## config.mk

```make
export PLATFORM = sky130hd
export DESIGN_NAME = bcd_countdown_timer_with_alarm
export DESIGN_NICKNAME = d
export VERILOG_FILES = /design/src/rtl/bcdt_pkg.sv /design/src/rtl/bcdt_button.sv /design/src/rtl/bcdt_count.sv /design/src/rtl/bcdt_leds.sv /design/src/rtl/bcd_countdown_timer_with_alarm.sv
export SDC_FILE = /design/constraint.sdc
export NUM_CORES = 1
export LEC_CHECK = 0
export BUFFER_PORTS_ARGS = -buffer_cell sky130_fd_sc_hd__buf_2
export CAP_MARGIN = 20
export CORE_ASPECT_RATIO = 1.25
export CORE_MARGIN = 1
export CORE_UTILIZATION = 66
export CTS_CLUSTER_SIZE = 40
export DETAILED_ROUTE_END_ITERATION = 8
export GPL_ROUTABILITY_DRIVEN = 0
export PLACE_DENSITY = 0.87
export SLEW_MARGIN = 30
export SYNTH_ARGS = -nofsm -noshare
export SYNTH_HDL_FRONTEND = slang
export SYNTH_HIERARCHICAL = 1
export SYNTH_SLANG_ARGS = --single-unit
export TNS_END_PERCENT = 100
```

## constraint.sdc

```tcl
create_clock -name clk -period 8.7 [get_ports clk]
set_input_delay 0 -clock clk [delete_from_list [all_inputs] [get_ports clk]]
set_output_delay 0 -clock clk [all_outputs]
set_load 0.005 [all_outputs]
```

## src/rtl/bcdt_pkg.sv

```systemverilog
// Shared types, constants and helpers for the BCD countdown timer.
package bcdt_pkg;

	localparam logic [3:0] DIGIT_MAX = 4'd9;
	localparam logic [2:0] TENS_MAX  = 3'd5;

	// Configuration register indexes.
	localparam logic [2:0] CFG_COUNT_DOWN    = 3'd0;
	localparam logic [2:0] CFG_TENTH_PERIOD  = 3'd1;
	localparam logic [2:0] CFG_DEB_FALL      = 3'd2;
	localparam logic [2:0] CFG_DEB_RISE      = 3'd3;
	localparam logic [2:0] CFG_RESET_HOLD    = 3'd4;
	localparam logic [2:0] CFG_CHASE_PERIOD  = 3'd5;
	localparam logic [2:0] CFG_ALARM_BLINK   = 3'd6;
	localparam logic [2:0] CFG_BUZZER        = 3'd7;

	typedef struct packed {
		logic        button_minutes;
		logic        button_seconds;
		logic        button_run;
	} in_item_t;

	typedef struct packed {
		logic [3:0] tenths_digit;
		logic [3:0] seconds_units;
		logic [2:0] seconds_tens;
		logic [3:0] minutes_units;
		logic       running;
		logic       finished;
		logic [3:0] leds_lit;
		logic       buzzer_on;
	} out_item_t;

	typedef struct packed {
		logic [3:0] minutes_units;
		logic [2:0] seconds_tens;
		logic [3:0] seconds_units;
		logic [3:0] tenths_digit;
	} digits_t;

	typedef struct packed {
		logic        count_down;
		logic [15:0] tenth_period;
		logic [15:0] debounce_fall_ms;
		logic [15:0] debounce_rise_ms;
		logic [15:0] reset_hold_ms;
		logic [15:0] chase_period_ms;
		logic [15:0] alarm_blink_ms;
		logic [15:0] buzzer_ms;
	} cfg_t;

	// Events that a button raises during one transaction.
	typedef struct packed {
		logic press;
		logic hold_clear;
	} btn_evt_t;

	// True once more than limit milliseconds have gone by since stamp, modulo 2^32.
	function automatic logic elapsed(logic [31:0] now, logic [31:0] stamp, logic [15:0] limit);
		logic [31:0] diff;
		diff = now - stamp;
		return diff > {16'd0, limit};
	endfunction

endpackage

```

## src/rtl/bcdt_button.sv

```systemverilog
// Debounce machine for one active-low button, with press and hold events.
module bcdt_button (
	input  logic                clk,
	input  logic                arst_n,
	input  logic                step,
	input  logic [31:0]         ms_now,
	input  logic                level,
	input  logic [15:0]         fall_ms,
	input  logic [15:0]         rise_ms,
	input  logic [15:0]         hold_ms,
	output bcdt_pkg::btn_evt_t  evt
);

	typedef enum logic [1:0] {
		BTN_IDLE = 2'd0,
		BTN_FALL = 2'd1,
		BTN_LOW  = 2'd2,
		BTN_RISE = 2'd3
	} btn_state_t;

	btn_state_t  state_q, state_d;
	logic [31:0] stamp_q, stamp_d;

	always_comb begin
		state_d = state_q;
		stamp_d = stamp_q;
		evt     = '0;
		unique case (state_q)
			BTN_IDLE: begin
				if (!level) begin
					stamp_d   = ms_now;
					evt.press = 1'b1;
					state_d   = BTN_FALL;
				end
			end
			BTN_FALL: begin
				if (bcdt_pkg::elapsed(ms_now, stamp_q, fall_ms)) begin
					state_d = BTN_LOW;
				end
			end
			BTN_LOW: begin
				if (level) begin
					stamp_d = ms_now;
					state_d = BTN_RISE;
				end else if (bcdt_pkg::elapsed(ms_now, stamp_q, hold_ms)) begin
					// A long hold restarts its own timing, so the event repeats.
					stamp_d        = ms_now;
					evt.hold_clear = 1'b1;
				end
			end
			BTN_RISE: begin
				if (bcdt_pkg::elapsed(ms_now, stamp_q, rise_ms)) begin
					state_d = BTN_IDLE;
				end
			end
		endcase
	end

	always_ff @(posedge clk or negedge arst_n) begin
		if (!arst_n) begin
			state_q <= BTN_IDLE;
			stamp_q <= '0;
		end else if (step) begin
			state_q <= state_d;
			stamp_q <= stamp_d;
		end
	end

endmodule

```

## src/rtl/bcdt_count.sv

```systemverilog
// Digit counter with run and end flags, and the button edits applied after the count.
module bcdt_count (
	input  logic                clk,
	input  logic                arst_n,
	input  logic                step,
	input  logic                count_down,
	input  logic [15:0]         tenth_period,
	input  bcdt_pkg::btn_evt_t  evt_minutes,
	input  bcdt_pkg::btn_evt_t  evt_seconds,
	input  bcdt_pkg::btn_evt_t  evt_run,
	output bcdt_pkg::digits_t   digits_q,
	output logic                run_q,
	output logic                end_q,
	output logic                run_d,
	output logic                end_d
);

	bcdt_pkg::digits_t digits_d;
	logic [15:0]       tenth_q, tenth_d;

	always_comb begin
		digits_d = digits_q;
		tenth_d  = tenth_q;
		run_d    = run_q;
		end_d    = end_q;

		if (run_q) begin
			if (tenth_q < tenth_period) begin
				tenth_d = tenth_q + 16'd1;
			end else begin
				tenth_d = '0;
				end_d   = 1'b0;
				if (count_down) begin
					if (digits_q.tenths_digit != 4'd0) begin
						digits_d.tenths_digit = digits_q.tenths_digit - 4'd1;
					end else begin
						digits_d.tenths_digit = bcdt_pkg::DIGIT_MAX;
						if (digits_q.seconds_units != 4'd0) begin
							digits_d.seconds_units = digits_q.seconds_units - 4'd1;
						end else begin
							digits_d.seconds_units = bcdt_pkg::DIGIT_MAX;
							if (digits_q.seconds_tens != 3'd0) begin
								digits_d.seconds_tens = digits_q.seconds_tens - 3'd1;
							end else begin
								digits_d.seconds_tens = bcdt_pkg::TENS_MAX;
								if (digits_q.minutes_units != 4'd0) begin
									digits_d.minutes_units = digits_q.minutes_units - 4'd1;
								end else begin
									// Count-down holds at zero.
									digits_d = '0;
									end_d    = 1'b1;
								end
							end
						end
					end
				end else begin
					if (digits_q.tenths_digit < bcdt_pkg::DIGIT_MAX) begin
						digits_d.tenths_digit = digits_q.tenths_digit + 4'd1;
					end else begin
						digits_d.tenths_digit = 4'd0;
						if (digits_q.seconds_units < bcdt_pkg::DIGIT_MAX) begin
							digits_d.seconds_units = digits_q.seconds_units + 4'd1;
						end else begin
							digits_d.seconds_units = 4'd0;
							if (digits_q.seconds_tens < bcdt_pkg::TENS_MAX) begin
								digits_d.seconds_tens = digits_q.seconds_tens + 3'd1;
							end else begin
								digits_d.seconds_tens = 3'd0;
								if (digits_q.minutes_units < bcdt_pkg::DIGIT_MAX) begin
									digits_d.minutes_units = digits_q.minutes_units + 4'd1;
								end else begin
									// Count-up holds at the top value.
									digits_d.minutes_units = bcdt_pkg::DIGIT_MAX;
									digits_d.seconds_tens  = bcdt_pkg::TENS_MAX;
									digits_d.seconds_units = bcdt_pkg::DIGIT_MAX;
									digits_d.tenths_digit  = bcdt_pkg::DIGIT_MAX;
									end_d                  = 1'b1;
								end
							end
						end
					end
				end
			end
		end

		// Button edits come after the count, in button order.
		if (evt_minutes.press) begin
			digits_d.minutes_units = (digits_d.minutes_units >= bcdt_pkg::DIGIT_MAX) ?
				4'd0 : digits_d.minutes_units + 4'd1;
		end
		if (evt_seconds.press) begin
			if (digits_d.seconds_units >= bcdt_pkg::DIGIT_MAX) begin
				digits_d.seconds_units = 4'd0;
				digits_d.seconds_tens  = (digits_d.seconds_tens >= bcdt_pkg::TENS_MAX) ?
					3'd0 : digits_d.seconds_tens + 3'd1;
			end else begin
				digits_d.seconds_units = digits_d.seconds_units + 4'd1;
			end
		end
		if (evt_run.press) begin
			run_d = !run_d;
		end
		if (evt_run.hold_clear) begin
			digits_d = '0;
			run_d    = 1'b0;
		end
	end

	always_ff @(posedge clk or negedge arst_n) begin
		if (!arst_n) begin
			digits_q <= '0;
			tenth_q  <= '0;
			run_q    <= 1'b0;
			end_q    <= 1'b0;
		end else if (step) begin
			digits_q <= digits_d;
			tenth_q  <= tenth_d;
			run_q    <= run_d;
			end_q    <= end_d;
		end
	end

endmodule

```

## src/rtl/bcdt_leds.sv

```systemverilog
// LED chase while counting and the blink-then-buzz alarm once the count has ended.
module bcdt_leds #(
	parameter int BLINK_REPEATS = 5
) (
	input  logic        clk,
	input  logic        arst_n,
	input  logic        step,
	input  logic [31:0] ms_now,
	input  logic        run,
	input  logic        fin,
	input  logic [15:0] chase_period_ms,
	input  logic [15:0] alarm_blink_ms,
	input  logic [15:0] buzzer_ms,
	output logic [3:0]  leds_q,
	output logic        buzzer_q
);

	localparam int BW = $clog2(BLINK_REPEATS + 1);
	localparam logic [BW-1:0] REPEATS = BW'(BLINK_REPEATS);

	typedef enum logic [1:0] {
		CH_START = 2'd0,
		CH_ON    = 2'd1,
		CH_OFF   = 2'd2
	} chase_state_t;

	typedef enum logic [2:0] {
		AL_START  = 3'd0,
		AL_LEDON  = 3'd1,
		AL_LEDOFF = 3'd2,
		AL_BZON   = 3'd3,
		AL_BZOFF  = 3'd4
	} alarm_state_t;

	chase_state_t  chase_q, chase_d;
	logic [1:0]    index_q, index_d;
	logic [31:0]   chase_stamp_q, chase_stamp_d;
	alarm_state_t  alarm_q, alarm_d;
	logic [31:0]   alarm_stamp_q, alarm_stamp_d;
	logic [BW-1:0] blink_q, blink_d;
	logic [3:0]    leds_d;
	logic          buzzer_d;

	always_comb begin
		chase_d       = chase_q;
		index_d       = index_q;
		chase_stamp_d = chase_stamp_q;
		alarm_d       = alarm_q;
		alarm_stamp_d = alarm_stamp_q;
		blink_d       = blink_q;
		leds_d        = leds_q;
		buzzer_d      = buzzer_q;

		if (run && fin) begin
			unique case (alarm_q)
				AL_LEDON: begin
					if (bcdt_pkg::elapsed(ms_now, alarm_stamp_q, alarm_blink_ms)) begin
						alarm_stamp_d = ms_now;
						leds_d        = 4'hF;
						alarm_d       = AL_LEDOFF;
					end
				end
				AL_LEDOFF: begin
					if (bcdt_pkg::elapsed(ms_now, alarm_stamp_q, alarm_blink_ms)) begin
						leds_d        = 4'h0;
						buzzer_d      = 1'b0;
						alarm_stamp_d = ms_now;
						if (blink_q < REPEATS) begin
							blink_d = blink_q + BW'(1);
							alarm_d = AL_LEDON;
						end else begin
							blink_d = '0;
							alarm_d = AL_BZON;
						end
					end
				end
				AL_BZON: begin
					buzzer_d      = 1'b1;
					alarm_stamp_d = ms_now;
					alarm_d       = AL_BZOFF;
				end
				AL_BZOFF: begin
					if (bcdt_pkg::elapsed(ms_now, alarm_stamp_q, buzzer_ms)) begin
						buzzer_d = 1'b0;
						alarm_d  = AL_LEDON;
					end
				end
				default: begin
					leds_d   = 4'h0;
					buzzer_d = 1'b0;
					alarm_d  = AL_LEDON;
				end
			endcase
		end else if (run) begin
			unique case (chase_q)
				CH_ON: begin
					if (bcdt_pkg::elapsed(ms_now, chase_stamp_q, chase_period_ms)) begin
						chase_stamp_d = ms_now;
						leds_d        = leds_q & ~(4'b0001 << index_q);
						chase_d       = CH_OFF;
					end
				end
				CH_OFF: begin
					if (bcdt_pkg::elapsed(ms_now, chase_stamp_q, chase_period_ms)) begin
						chase_stamp_d = ms_now;
						chase_d       = CH_START;
						index_d       = index_q + 2'd1;
					end
				end
				default: begin
					buzzer_d = 1'b0;
					leds_d   = 4'b0001 << index_q;
					chase_d  = CH_ON;
				end
			endcase
		end
	end

	always_ff @(posedge clk or negedge arst_n) begin
		if (!arst_n) begin
			chase_q       <= CH_START;
			index_q       <= '0;
			chase_stamp_q <= '0;
			alarm_q       <= AL_START;
			alarm_stamp_q <= '0;
			blink_q       <= '0;
			leds_q        <= '0;
			buzzer_q      <= 1'b0;
		end else if (step) begin
			chase_q       <= chase_d;
			index_q       <= index_d;
			chase_stamp_q <= chase_stamp_d;
			alarm_q       <= alarm_d;
			alarm_stamp_q <= alarm_stamp_d;
			blink_q       <= blink_d;
			leds_q        <= leds_d;
			buzzer_q      <= buzzer_d;
		end
	end

endmodule

```

## src/rtl/bcd_countdown_timer_with_alarm.sv

```systemverilog
// Kitchen timer top level: the result of an accepted tick is registered and appears in the next cycle.
// Throughput is one tick per cycle; the state registers double as the output register,
// so input is stalled only while a finished result waits and the output side stalls.
// Asynchronous active-low reset clears the time, flags, button, chase and alarm state
// and loads the configuration registers with their default values.
module bcd_countdown_timer_with_alarm #(
	parameter int BLINK_REPEATS = 5
) (
	input  logic                 clk,
	input  logic                 arst_n,
	input  logic                 in_valid,
	output logic                 in_stall,
	input  bcdt_pkg::in_item_t   in_data,
	output logic                 out_valid,
	input  logic                 out_stall,
	output bcdt_pkg::out_item_t  out_data,
	input  logic                 cfg_we,
	input  logic [2:0]           cfg_addr,
	input  logic [15:0]          cfg_wdata
);

	bcdt_pkg::cfg_t     cfg_q;
	logic [31:0]        ms_q;
	logic [31:0]        ms_now;
	logic               step;
	bcdt_pkg::btn_evt_t evt_min, evt_sec, evt_run;
	bcdt_pkg::digits_t  digits;
	logic               run_q, end_q, run_d, end_d;
	logic [3:0]         leds;
	logic               buzzer;

	assign in_stall = out_valid && out_stall;
	assign step     = in_valid && !in_stall;
	assign ms_now   = ms_q + 32'd1;

	always_ff @(posedge clk or negedge arst_n) begin
		if (!arst_n) begin
			cfg_q.count_down       <= 1'b1;
			cfg_q.tenth_period     <= 16'd99;
			cfg_q.debounce_fall_ms <= 16'd200;
			cfg_q.debounce_rise_ms <= 16'd100;
			cfg_q.reset_hold_ms    <= 16'd3999;
			cfg_q.chase_period_ms  <= 16'd124;
			cfg_q.alarm_blink_ms   <= 16'd74;
			cfg_q.buzzer_ms        <= 16'd149;
		end else if (cfg_we) begin
			unique case (cfg_addr)
				bcdt_pkg::CFG_COUNT_DOWN:   cfg_q.count_down       <= cfg_wdata[0];
				bcdt_pkg::CFG_TENTH_PERIOD: cfg_q.tenth_period     <= cfg_wdata;
				bcdt_pkg::CFG_DEB_FALL:     cfg_q.debounce_fall_ms <= cfg_wdata;
				bcdt_pkg::CFG_DEB_RISE:     cfg_q.debounce_rise_ms <= cfg_wdata;
				bcdt_pkg::CFG_RESET_HOLD:   cfg_q.reset_hold_ms    <= cfg_wdata;
				bcdt_pkg::CFG_CHASE_PERIOD: cfg_q.chase_period_ms  <= cfg_wdata;
				bcdt_pkg::CFG_ALARM_BLINK:  cfg_q.alarm_blink_ms   <= cfg_wdata;
				bcdt_pkg::CFG_BUZZER:       cfg_q.buzzer_ms        <= cfg_wdata;
			endcase
		end
	end

	always_ff @(posedge clk or negedge arst_n) begin
		if (!arst_n) begin
			ms_q      <= '0;
			out_valid <= 1'b0;
		end else begin
			if (step) begin
				ms_q <= ms_now;
			end
			if (step) begin
				out_valid <= 1'b1;
			end else if (!out_stall) begin
				out_valid <= 1'b0;
			end
		end
	end

	bcdt_button u_btn_min (
		.clk     (clk),
		.arst_n  (arst_n),
		.step    (step),
		.ms_now  (ms_now),
		.level   (in_data.button_minutes),
		.fall_ms (cfg_q.debounce_fall_ms),
		.rise_ms (cfg_q.debounce_rise_ms),
		.hold_ms (cfg_q.reset_hold_ms),
		.evt     (evt_min)
	);

	bcdt_button u_btn_sec (
		.clk     (clk),
		.arst_n  (arst_n),
		.step    (step),
		.ms_now  (ms_now),
		.level   (in_data.button_seconds),
		.fall_ms (cfg_q.debounce_fall_ms),
		.rise_ms (cfg_q.debounce_rise_ms),
		.hold_ms (cfg_q.reset_hold_ms),
		.evt     (evt_sec)
	);

	bcdt_button u_btn_run (
		.clk     (clk),
		.arst_n  (arst_n),
		.step    (step),
		.ms_now  (ms_now),
		.level   (in_data.button_run),
		.fall_ms (cfg_q.debounce_fall_ms),
		.rise_ms (cfg_q.debounce_rise_ms),
		.hold_ms (cfg_q.reset_hold_ms),
		.evt     (evt_run)
	);

	// Only the run button clears the timer on a long hold.
	bcdt_count u_count (
		.clk          (clk),
		.arst_n       (arst_n),
		.step         (step),
		.count_down   (cfg_q.count_down),
		.tenth_period (cfg_q.tenth_period),
		.evt_minutes  ('{press: evt_min.press, hold_clear: 1'b0}),
		.evt_seconds  ('{press: evt_sec.press, hold_clear: 1'b0}),
		.evt_run      (evt_run),
		.digits_q     (digits),
		.run_q        (run_q),
		.end_q        (end_q),
		.run_d        (run_d),
		.end_d        (end_d)
	);

	bcdt_leds #(
		.BLINK_REPEATS (BLINK_REPEATS)
	) u_leds (
		.clk             (clk),
		.arst_n          (arst_n),
		.step            (step),
		.ms_now          (ms_now),
		.run             (run_d),
		.fin             (end_d),
		.chase_period_ms (cfg_q.chase_period_ms),
		.alarm_blink_ms  (cfg_q.alarm_blink_ms),
		.buzzer_ms       (cfg_q.buzzer_ms),
		.leds_q          (leds),
		.buzzer_q        (buzzer)
	);

	always_comb begin
		out_data.tenths_digit  = digits.tenths_digit;
		out_data.seconds_units = digits.seconds_units;
		out_data.seconds_tens  = digits.seconds_tens;
		out_data.minutes_units = digits.minutes_units;
		out_data.running       = run_q;
		out_data.finished      = end_q;
		out_data.leds_lit      = leds;
		out_data.buzzer_on     = buzzer;
	end

endmodule

```

Word-level counts from Yosys, hierarchy flattened
Cells that the tools add are included.
{ "classes": {"shift": 1, "mul": 0, "n_mux": 106, "n_reduce_logical": 46, "order_cmp": 21, "bitwise": 3, "eq_ne": 53, "n_div": 0, "n_addsub": 20} }
{ "op_table": {"columns": ["cell", "n"], "rows": [
  ["$gt A32 B16 Y1", 12],
  ["$mux W32", 10],
  ["$pmux W32 S2", 4],
  ["$sub A32 B32 Y32", 5],
  ["$mux W4", 18],
  ["$mux W15", 4],
  ["$mux W11", 4],
  ["$reduce_and A5 Y1", 7],
  ["$add A32 B1 Y32 const B", 1],
  ["$mux W2", 15],
  ["$ne A2 B1 Y1 const B", 15],
  ["$mux W1", 29],
  ["$mux W3", 8],
  ["$pmux W2 S4", 3],
  ["$mux W7", 3],
  ["$add A4 B1 Y4 const B", 5],
  ["$reduce_and A4 Y1", 5],
  ["$ne A2 B2 Y1 const B", 9],
  ["$reduce_and A2 Y1", 9],
  ["$add A16 B1 Y16 const B", 1],
  ["$lt A16 B16 Y1", 1],
  ["$mux W16", 1],
  ["$mux W8", 2],
  ["$eq A3 B3 Y1 const B", 5],
  ["35 further kinds", 74]
]} }
{ "word_totals": {"word_cells": 281, "ff_bits": 360, "n_memories": 0, "mem_bits_rw": 0, "romBits": 0, "out_inout_bits": 24, "latch_bits": 0} }

Longest topological paths before layout
Gate-level depths: netlist of the first run.
{ "logic_depth": {"depth_word": 13, "depth_mapped": 29} }

Modules after synthesis
The synthesis of the first run kept the hierarchy.
{ "modules_own_cells": {"columns": ["mod", "cells_each", "area_each_um2", "n_inst"], "rows": [
  ["bcdt_button at u_btn_min ...", 589, 4947.2, 2],
  ["bcdt_leds", 1043, 8767.2, 1],
  ["bcd_countdown_timer_with_alarm", 471, 6372.4, 1],
  ["bcdt_button at u_btn_sec", 575, 4799.6, 1],
  ["bcdt_count", 455, 3563.4, 1]
]} }

Worst setup path before layout of the first run
Ideal clock, no wire load.
{ "synth_timing": {"path_type": "register -> register", "from": "reg ms_q[0]", "to": "reg u_leds.alarm_stamp_q[0]", "stages_incl_launch_ff": 23, "slack_ns": 2.420, "arrival_ns": 6.155, "required_ns": 8.575, "path_cell_list": "dfrtp_1 > ha_1 > nand3_2 > nor2_1 > nand4_1 > xnor2_1 > ha_1 > buf_6 > a21oi_2 > o211ai_1 > a21boi_2 > o211ai_2 > and2_0 > or4_1 > a2111o_1 > nor4_4 > a31oi_1 > clkbuf_1 > nor2_1 > nand3_1 > a2111oi_4 > buf_2 > mux2_2"} }
{ "synth_rtl": {"columns": ["item", "line_no", "text"], "rows": [
  ["from (decl)", "bcd_countdown_timer_with_alarm.sv:23", "logic [31:0] ms_q;"],
  ["from (signal assigned)", "bcd_countdown_timer_with_alarm.sv:66", "ms_q <= ms_now;"],
  ["to (signal assigned)", "bcdt_leds.sv:134", "alarm_stamp_q <= alarm_stamp_d;"],
  ["to (decl)", "bcdt_leds.sv:39", "logic [31:0] alarm_stamp_q, alarm_stamp_d;"]
]} }

==> summary by stage, run 1 <==
STA
The tightest hold margin is between 0.05 and 0.06 ns. The setup skew after layout is 0.03080 ns. The setup TNS after final layout is 0 ns. The final number of max-transition violations was 0.

The pin slew with the least headroom to its limit is 1.028 ns. The count of final setup violators is 0. Setup slack closes at roughly 0.94 ns. Static timing analysis puts the maximum clock frequency at 128.9 MHz.

The minimum clock period is 7.758 ns. The hold violation total from the final report is 0. Setup repair after global routing left no endpoint under its margin. The worst pin sits at a relative slew slack of between 30% and 40%. In the finished design, the share of the clock period the worst path needs comes to 89.17%.

Power and ir drop
The maximum VDD drop is between 200 and 300 uV. The total power density per cell area is approximately 390 mW/mm^2. The leakage dissipation is ~0.017 uW.

Run status
The flow ran to the end, and the final reports show no timing, DRC or antenna violations.

Clock network
The clock sink count is between 300 and 400. The largest buffer count on any clock path is 3. The clock transition at the registers of the reported paths is approximately 0.06 ns.

The total clock buffers created by CTS is 42. The count of instances resized after the clock tree is built is 0. Clock latency on the worst-skew pair, taken at its later pin, is about 0.62 ns.

The tree is rooted in a clkbuf_16. The number of H-tree levels is 2. The TritonCTS clock tree is built.

GRT
Entering global routing, the biggest net connects between 150 and 200 pins. The busiest layer in global routing is met2. For this run the aggregate overflow at the end of global routing stands at 0. The global routing usage on met2 is ~64%. The initial antenna violation count is 2. The number of global-route vias before repair is between 20000 and 30000.

The met3 capacity usage during global routing is under 10%. The first global-routing pass estimated about 150 mm of wire. For met1 alone, demand over resource in global routing was roughly 44%. In the global route stage, overall resource usage came out at ~38%.

Route
In the routed design, unresolved DRC markers number 0. The first-pass iteration count of the detailed router is 6. In the routed layout, each cell is associated on average with a via count of between 6 and 7. For this block, the routed nets add up to about 98 mm of wire. The starting DRC count in detailed routing is around 3200.

The routed length per instance is 22.10 microns. For this block, the via count after detailed routing is around 30000. The count of antenna-violating nets left after detailed routing is 0.

Final layout
The leading cell type in the layout, fill and taps excluded is inv_1. Cells with a size suffix above 1 make up 15.06% of the layout. Summing all non-filler instances in the final layout gives an area of 0.03555 sq mm. The library cells used most frequently in the layout, excluding fill and tap cells, are inv_1 (441), ha_1 (400), dfrtp_1 (327). The final core utilization is 71.62%.

The number of antenna diodes in the final layout is 0. The number of nets in the finished design is between 4000 and 5000. The post-synthesis to final-layout area growth is 6.531%.

Critical path
The largest fanout on the critical path is 32. In this design, the stage delay of the slowest critical-path cell is approximately 0.65 ns. The required time at the endpoint of the critical path is 9.18 ns.

The classification of the worst setup path is register to register. Traced cell by cell, the critical path runs through ha_1 -> nand3_2 -> nor3_1 -> and3_1 -> xor2_2 -> ha_1 -> a21oi_1 -> o21ai_1 -> a31oi_2 -> o211ai_2 -> and2_0 -> or4_1 -> a2111o_1 -> nor4_4 -> a31oi_1 -> buf_4 -> nor2_1 -> nand3_1 -> a2111oi_4 -> buf_4 -> mux2_2. In this design, the largest share of critical-path delay is due to simple AND/OR/NAND/NOR gates.

The arrival time reported for the critical path endpoint is roughly 8.2 ns. The critical path contains buffers and inverters numbering 2 combined. The slowest library cell on the worst path is nor4_4.

STA classifies the critical path startpoint as a register. The worst setup path is captured at a register.

Worst hold path
The min-delay analysis places its worst path in the category primary input to register.

Synth
The number of warnings printed during yosys synthesis is 6. After synthesis, the mean cell area works out to 8.979 sq um. The post-synth net total is slightly above 4000. The synthesized netlist occupies a cell area of roughly 0.033 sq mm. Synthesis produced 3717 cells.

Place
At the placement stage, the worst setup path has a slack of 1.052 ns. The count of buffers from port buffering is 50. Detailed placement finished with a half-perimeter wire length of ~69 mm. The placed instance area is roughly 0.034 sq mm.

Die
The floorplan has slightly above 90 rows. After floorplanning, the core was sized to cover between 0.04 and 0.05 sq mm. The number of primary I/O pins is between 50 and 60. The overall die height is 253.4 microns. The starting density of the core is ~67%. The full die area is between 0.05 and 0.06 sq mm.

The die outline width is ~200 microns.

Flow run
The max capacitance violation total is 0.
sequential cells by signal, indices dropped and copies added (netlist names), 2 cells and up:
| register | flops |
|---|---|
| u_btn_sec/stamp_q | 32 |
| u_count/tenth_q | 16 |
| u_leds/leds_q | 4 |
| u_leds/blink_q | 3 |
| u_btn_sec/state_q | 2 |
| u_leds/alarm_stamp_q | 32 |
| u_btn_min/state_q | 2 |
| u_leds/chase_stamp_q | 32 |
| u_btn_run/stamp_q | 32 |
| u_leds/chase_q | 2 |
| ms_q | 32 |
| u_leds/index_q | 2 |
| u_leds/alarm_q | 3 |
| u_btn_run/state_q | 2 |
| u_btn_min/stamp_q | 32 |
| cfg_q | 113 |
| u_count/digits_q | 15 |
metrics by stage:
step / total power (uW) / cells
after detailed placement: 11360 / 4330
after global placement: 11000 / 4330
after CTS: 13380 / 4434
after global routing: 14770 / 4437
after floorplan: 9015 / 3717
final: 13900 / 4437
worst min-delay path, stage by stage:
cell and delay (ns):
buf_2 0.18, nand2b_4 0.18, nor3_1 0.05, mux2_2 0.22
where the power goes:
part / switching [uW] / internal [uW]
Combinational: 5840 / 3860
Clock: 792 / 1020
Sequential: 377 / 2020
final timing paths:
| check | to | cells after the start | start | slack, ns |
|---|---|---|---|---|
| min in group asynchronous | cfg_q[83] | 3 | arst_n | 0.51 |
| hold / removal | cfg_q[112] | 4 | cfg_addr[2] | 0.05 |
| setup / recovery | u_leds/alarm_stamp_q[16] | 21 | ms_q[0] | 0.94 |
| hold reg to reg | u_leds/alarm_stamp_q[14] | 1 | u_leds/alarm_stamp_q[14] | 0.49 |
| max in group asynchronous | ms_q[29] | 6 | arst_n | 6.33 |
| setup reg to reg | u_leds/alarm_stamp_q[16] | 21 | ms_q[0] | 0.94 |
timing repair:
item,in CTS,in global routing
setup buffers,0,0
hold buffers,28,0
endpoints found under the hold margin,176,0
metal layers:
metal | vias up | wire, microns
li1 | 13380 | -
met2 | 1618 | 46890
met5 | - | 13
met4 | 2 | 6953
met3 | 496 | 7883
met1 | 14310 | 36330
area by class of cell:
type / count / area (sq um)
multi-input cells: 2786 / 21730
clock inverters: 17 / 192.7
fillers: 3610 / 14090
inverters: 443 / 1663
repair buffers: 121 / 923.4
clock buffers: 59 / 1185
well taps: 651 / 814.5
flip-flops and latches: 360 / 9050
Note: power is estimated with default switching activity, not from simulation.
==> run 2, diff against run 1 <==
--- a/config.mk
+++ b/config.mk
@@ -14,6 +14,7 @@
 export DETAILED_ROUTE_END_ITERATION = 8
 export GPL_ROUTABILITY_DRIVEN = 0
 export PLACE_DENSITY = 0.87
+export RECOVER_POWER = 25
 export SLEW_MARGIN = 30
 export SYNTH_ARGS = -nofsm -noshare
 export SYNTH_HDL_FRONTEND = slang
==> run 2 against run 1 <==
Compared with the run above:
- critical path depth did not move
- the run now ends with capacitance limit, slew limit left
- highest routed layer unchanged
- count of clock-buffer cells in the layout did not move
- power fell by 0.11%
- via count rose by 0.23%
- utilization fell by 0.21 points
- critical path type unchanged
- register-to-register slack barely moved
- clock skew fell by 0.00055 ns
- global-route usage did not move
==> summary by stage, run 2 (same netlist as run 1, synthesis figures left out) <==
Critical path
The delay contributed by the slowest stage of the critical path came to 0.65 ns (about the same). The required time at the endpoint of the critical path came to 9.18 ns (about the same). STA classifies the critical path endpoint as a register. The startpoint kind of the worst setup timing path is a register.

The classification of the worst setup path is register to register. The number of buffer and inverter stages on the critical path was 2 (unchanged). The arrival time reported for the critical path endpoint is 8.25 ns (about the same). Broken down by cell family, the worst path's largest delay share belongs to simple AND/OR/NAND/NOR gates.

The largest fanout on the critical path is 32 (unchanged). The slowest library cell on the worst path is nor4_4. The signal on the critical path passes through ha_1 -> nand3_2 -> nor3_1 -> and3_1 -> xor2_2 -> ha_1 -> a21oi_1 -> o21ai_1 -> a31oi_2 -> o211ai_2 -> and2_0 -> or4_1 -> a2111o_1 -> nor4_4 -> a31oi_1 -> buf_4 -> nor2_1 -> nand3_1 -> a2111oi_4 -> buf_4 -> mux2_2.

Clock network
The clock latency on the worst-skew pair was 0.62 ns (about the same). The number of H-tree levels is 2 (unchanged). The TritonCTS clock tree is built.

The total clock buffers created by CTS is 42 (unchanged). The largest buffer count on any clock path came to 3 (unchanged). The clock transition at the registers of the reported paths is 0.06 ns (about the same). The number of buffers added for setup after CTS was 0 (unchanged). The root buffer cell chosen for the clock tree is clkbuf_16. The clock sink count is 360 (unchanged).

GRT
The total global routing track utilization came to 37.78% (unchanged). The first-pass GRT wire length was 154.5 mm (unchanged). The global-route congestion overflow total was 0 (unchanged). The maximum number of pins on one net before global-route repair was 190 (unchanged).

The initial antenna violation count was 2 (unchanged). The number of global-route vias before repair is 29630 (unchanged).

Die
The number of primary I/O pins was 51 (unchanged). The overall die height is 253.4 microns (unchanged). The die outline width is 203.1 microns (unchanged).

The area inside the core boundary is 0.04964 sq mm (unchanged). The starting density of the core is 67.23% (unchanged). The full die area is 0.05148 sq mm (unchanged).

The row count is 91 (unchanged).

Run status
The final reports fail on capacitance limit, slew limit. The run finished, with violations left.

Final layout
The flip-flop count of the largest register after layout is 113 (unchanged). The layout cell share with drive strength beyond 1 is 14.45% (-0.61 points). The post-synthesis to final-layout area growth is 6.219%.

The count of antenna diodes in the layout was 0 (unchanged). The leading cell type in the layout, fill and taps excluded is inv_1. The register with the most flip-flops in the final layout is cfg_q. The number of nets in the finished design is 4186 (unchanged).

Leaving out fill and tap cells, the most frequent cells in the layout are inv_1 (441), ha_1 (400), dfrtp_1 (327). The final core utilization is 71.41% (-0.21 points).

Route
The DRC violations left is 0 (unchanged). The first-pass iteration count of the detailed router is 8 (+2). The count of antenna-violating nets left after detailed routing is 0 (unchanged). The post-detailed-route via-to-cell ratio is 6.733 (+0.23%). The number of vias after detailed routing is 29870 (+0.23%).

The routed length per instance was 22.10 microns (about the same). The starting DRC count in detailed routing is 3101 (-1.8%). The wire length after detailed routing is 98.07 mm (about the same).

Power and ir drop
The power after layout is 13890 uW (-0.11%). The total power density per cell area came to 391.8 mW/mm^2 (+0.18%). The maximum VDD drop is 270.0 uV (about the same). The leakage dissipation is 0.01736 uW (-0.48%).

STA
Setup repair after global routing left no endpoint under its margin. The tightest hold margin is 0.05083 ns (-0.0005174 ns). The final number of max-transition violations was 123 (+123). The setup skew after layout was 0.03025 ns (-0.0005511 ns). The setup TNS after final layout is 0 ns (unchanged). The hold violation total from the final report was 0 (unchanged). The achievable clock frequency is 128.7 MHz (-0.16%). The minimum clock period is 7.770 ns (+0.01270 ns). The tightest slew margin relative to the limit is -193.8% (-220 points). The count of final setup violators is 0 (unchanged). The slack of the critical path came to 0.9297 ns (-0.01270 ns).

The pin slew with the least headroom to its limit is 4.407 ns (+3.380 ns). The fraction of the cycle the final worst path needs is 89.31% (+0.15 points).

Flow run
The max capacitance violation total is 2 (+2).

Place
The post-place setup slack came to 1.052 ns (unchanged). The post-DP HPWL was 69.26 mm (unchanged). The count of buffers from port buffering is 50 (unchanged).

Worst hold path
The type of the worst min-delay path is primary input to register.
[run 2: changes by cell type in the layout (fill, tap and decap cells not counted), sizes merged]
cell / before / now
clkbuf: 60 / 74
buf: 93 / 79
[run 2: timing repair]
action,4_1_cts,5_1_grt
endpoints found under the hold margin,176,0
gates resized for setup,0,0
hold buffers,28,0
[run 2: per-layer routing]
layer	vias to the layer above	GRT usage [%]	routed length, microns
li1	13380	-	-
met1	14340	43.80	36540
met2	1662	64.02	46890
met3	495	6.654	7710
met4	2	24.90	6911
met5	-	0	13
[run 2: per-stage QoR]
stage | instances | area, sq um
floorplan | 3717 | 33370
detailed placement | 4330 | 33810
global route | 4437 | 35450
CTS | 4434 | 35490
global placement | 4330 | 33810
finish | 4437 | 35450
[run 2: final cells by class]
cell class / count / area [sq um]
clock buffer: 59 / 1185
clock inverter: 17 / 192.7
multi-input combinational: 2786 / 21700
fill: 3630 / 14190
timing repair buffer: 121 / 845.8
inverter: 443 / 1663
sequential: 360 / 9050
tap: 651 / 814.5
[run 2: worst paths after layout]
path,to,start,slack (ns),cells past startpoint
min in group asynchronous,cfg_q[83],arst_n,0.80,3
worst max-delay path,u_leds/alarm_stamp_q[16],ms_q[0],0.93,21
worst max register to register,u_leds/alarm_stamp_q[16],ms_q[0],0.93,21
worst min-delay path,cfg_q[112],cfg_addr[2],0.05,4
worst min register to register,u_leds/alarm_stamp_q[14],u_leds/alarm_stamp_q[14],0.50,1
max in group asynchronous,ms_q[29],arst_n,3.35,6
[run 2: where the power goes]
group	leakage, uW	internal, uW	switching (uW)
registers	0.00458	2020	377
logic	0.0121	3850	5830
clock network	0.000663	1020	791
[run 2: tightest hold or removal path, stage by stage]
cell and delay, ns:
buf_2 0.18, nand2b_2 0.17, nor3_1 0.05, mux2_2 0.22
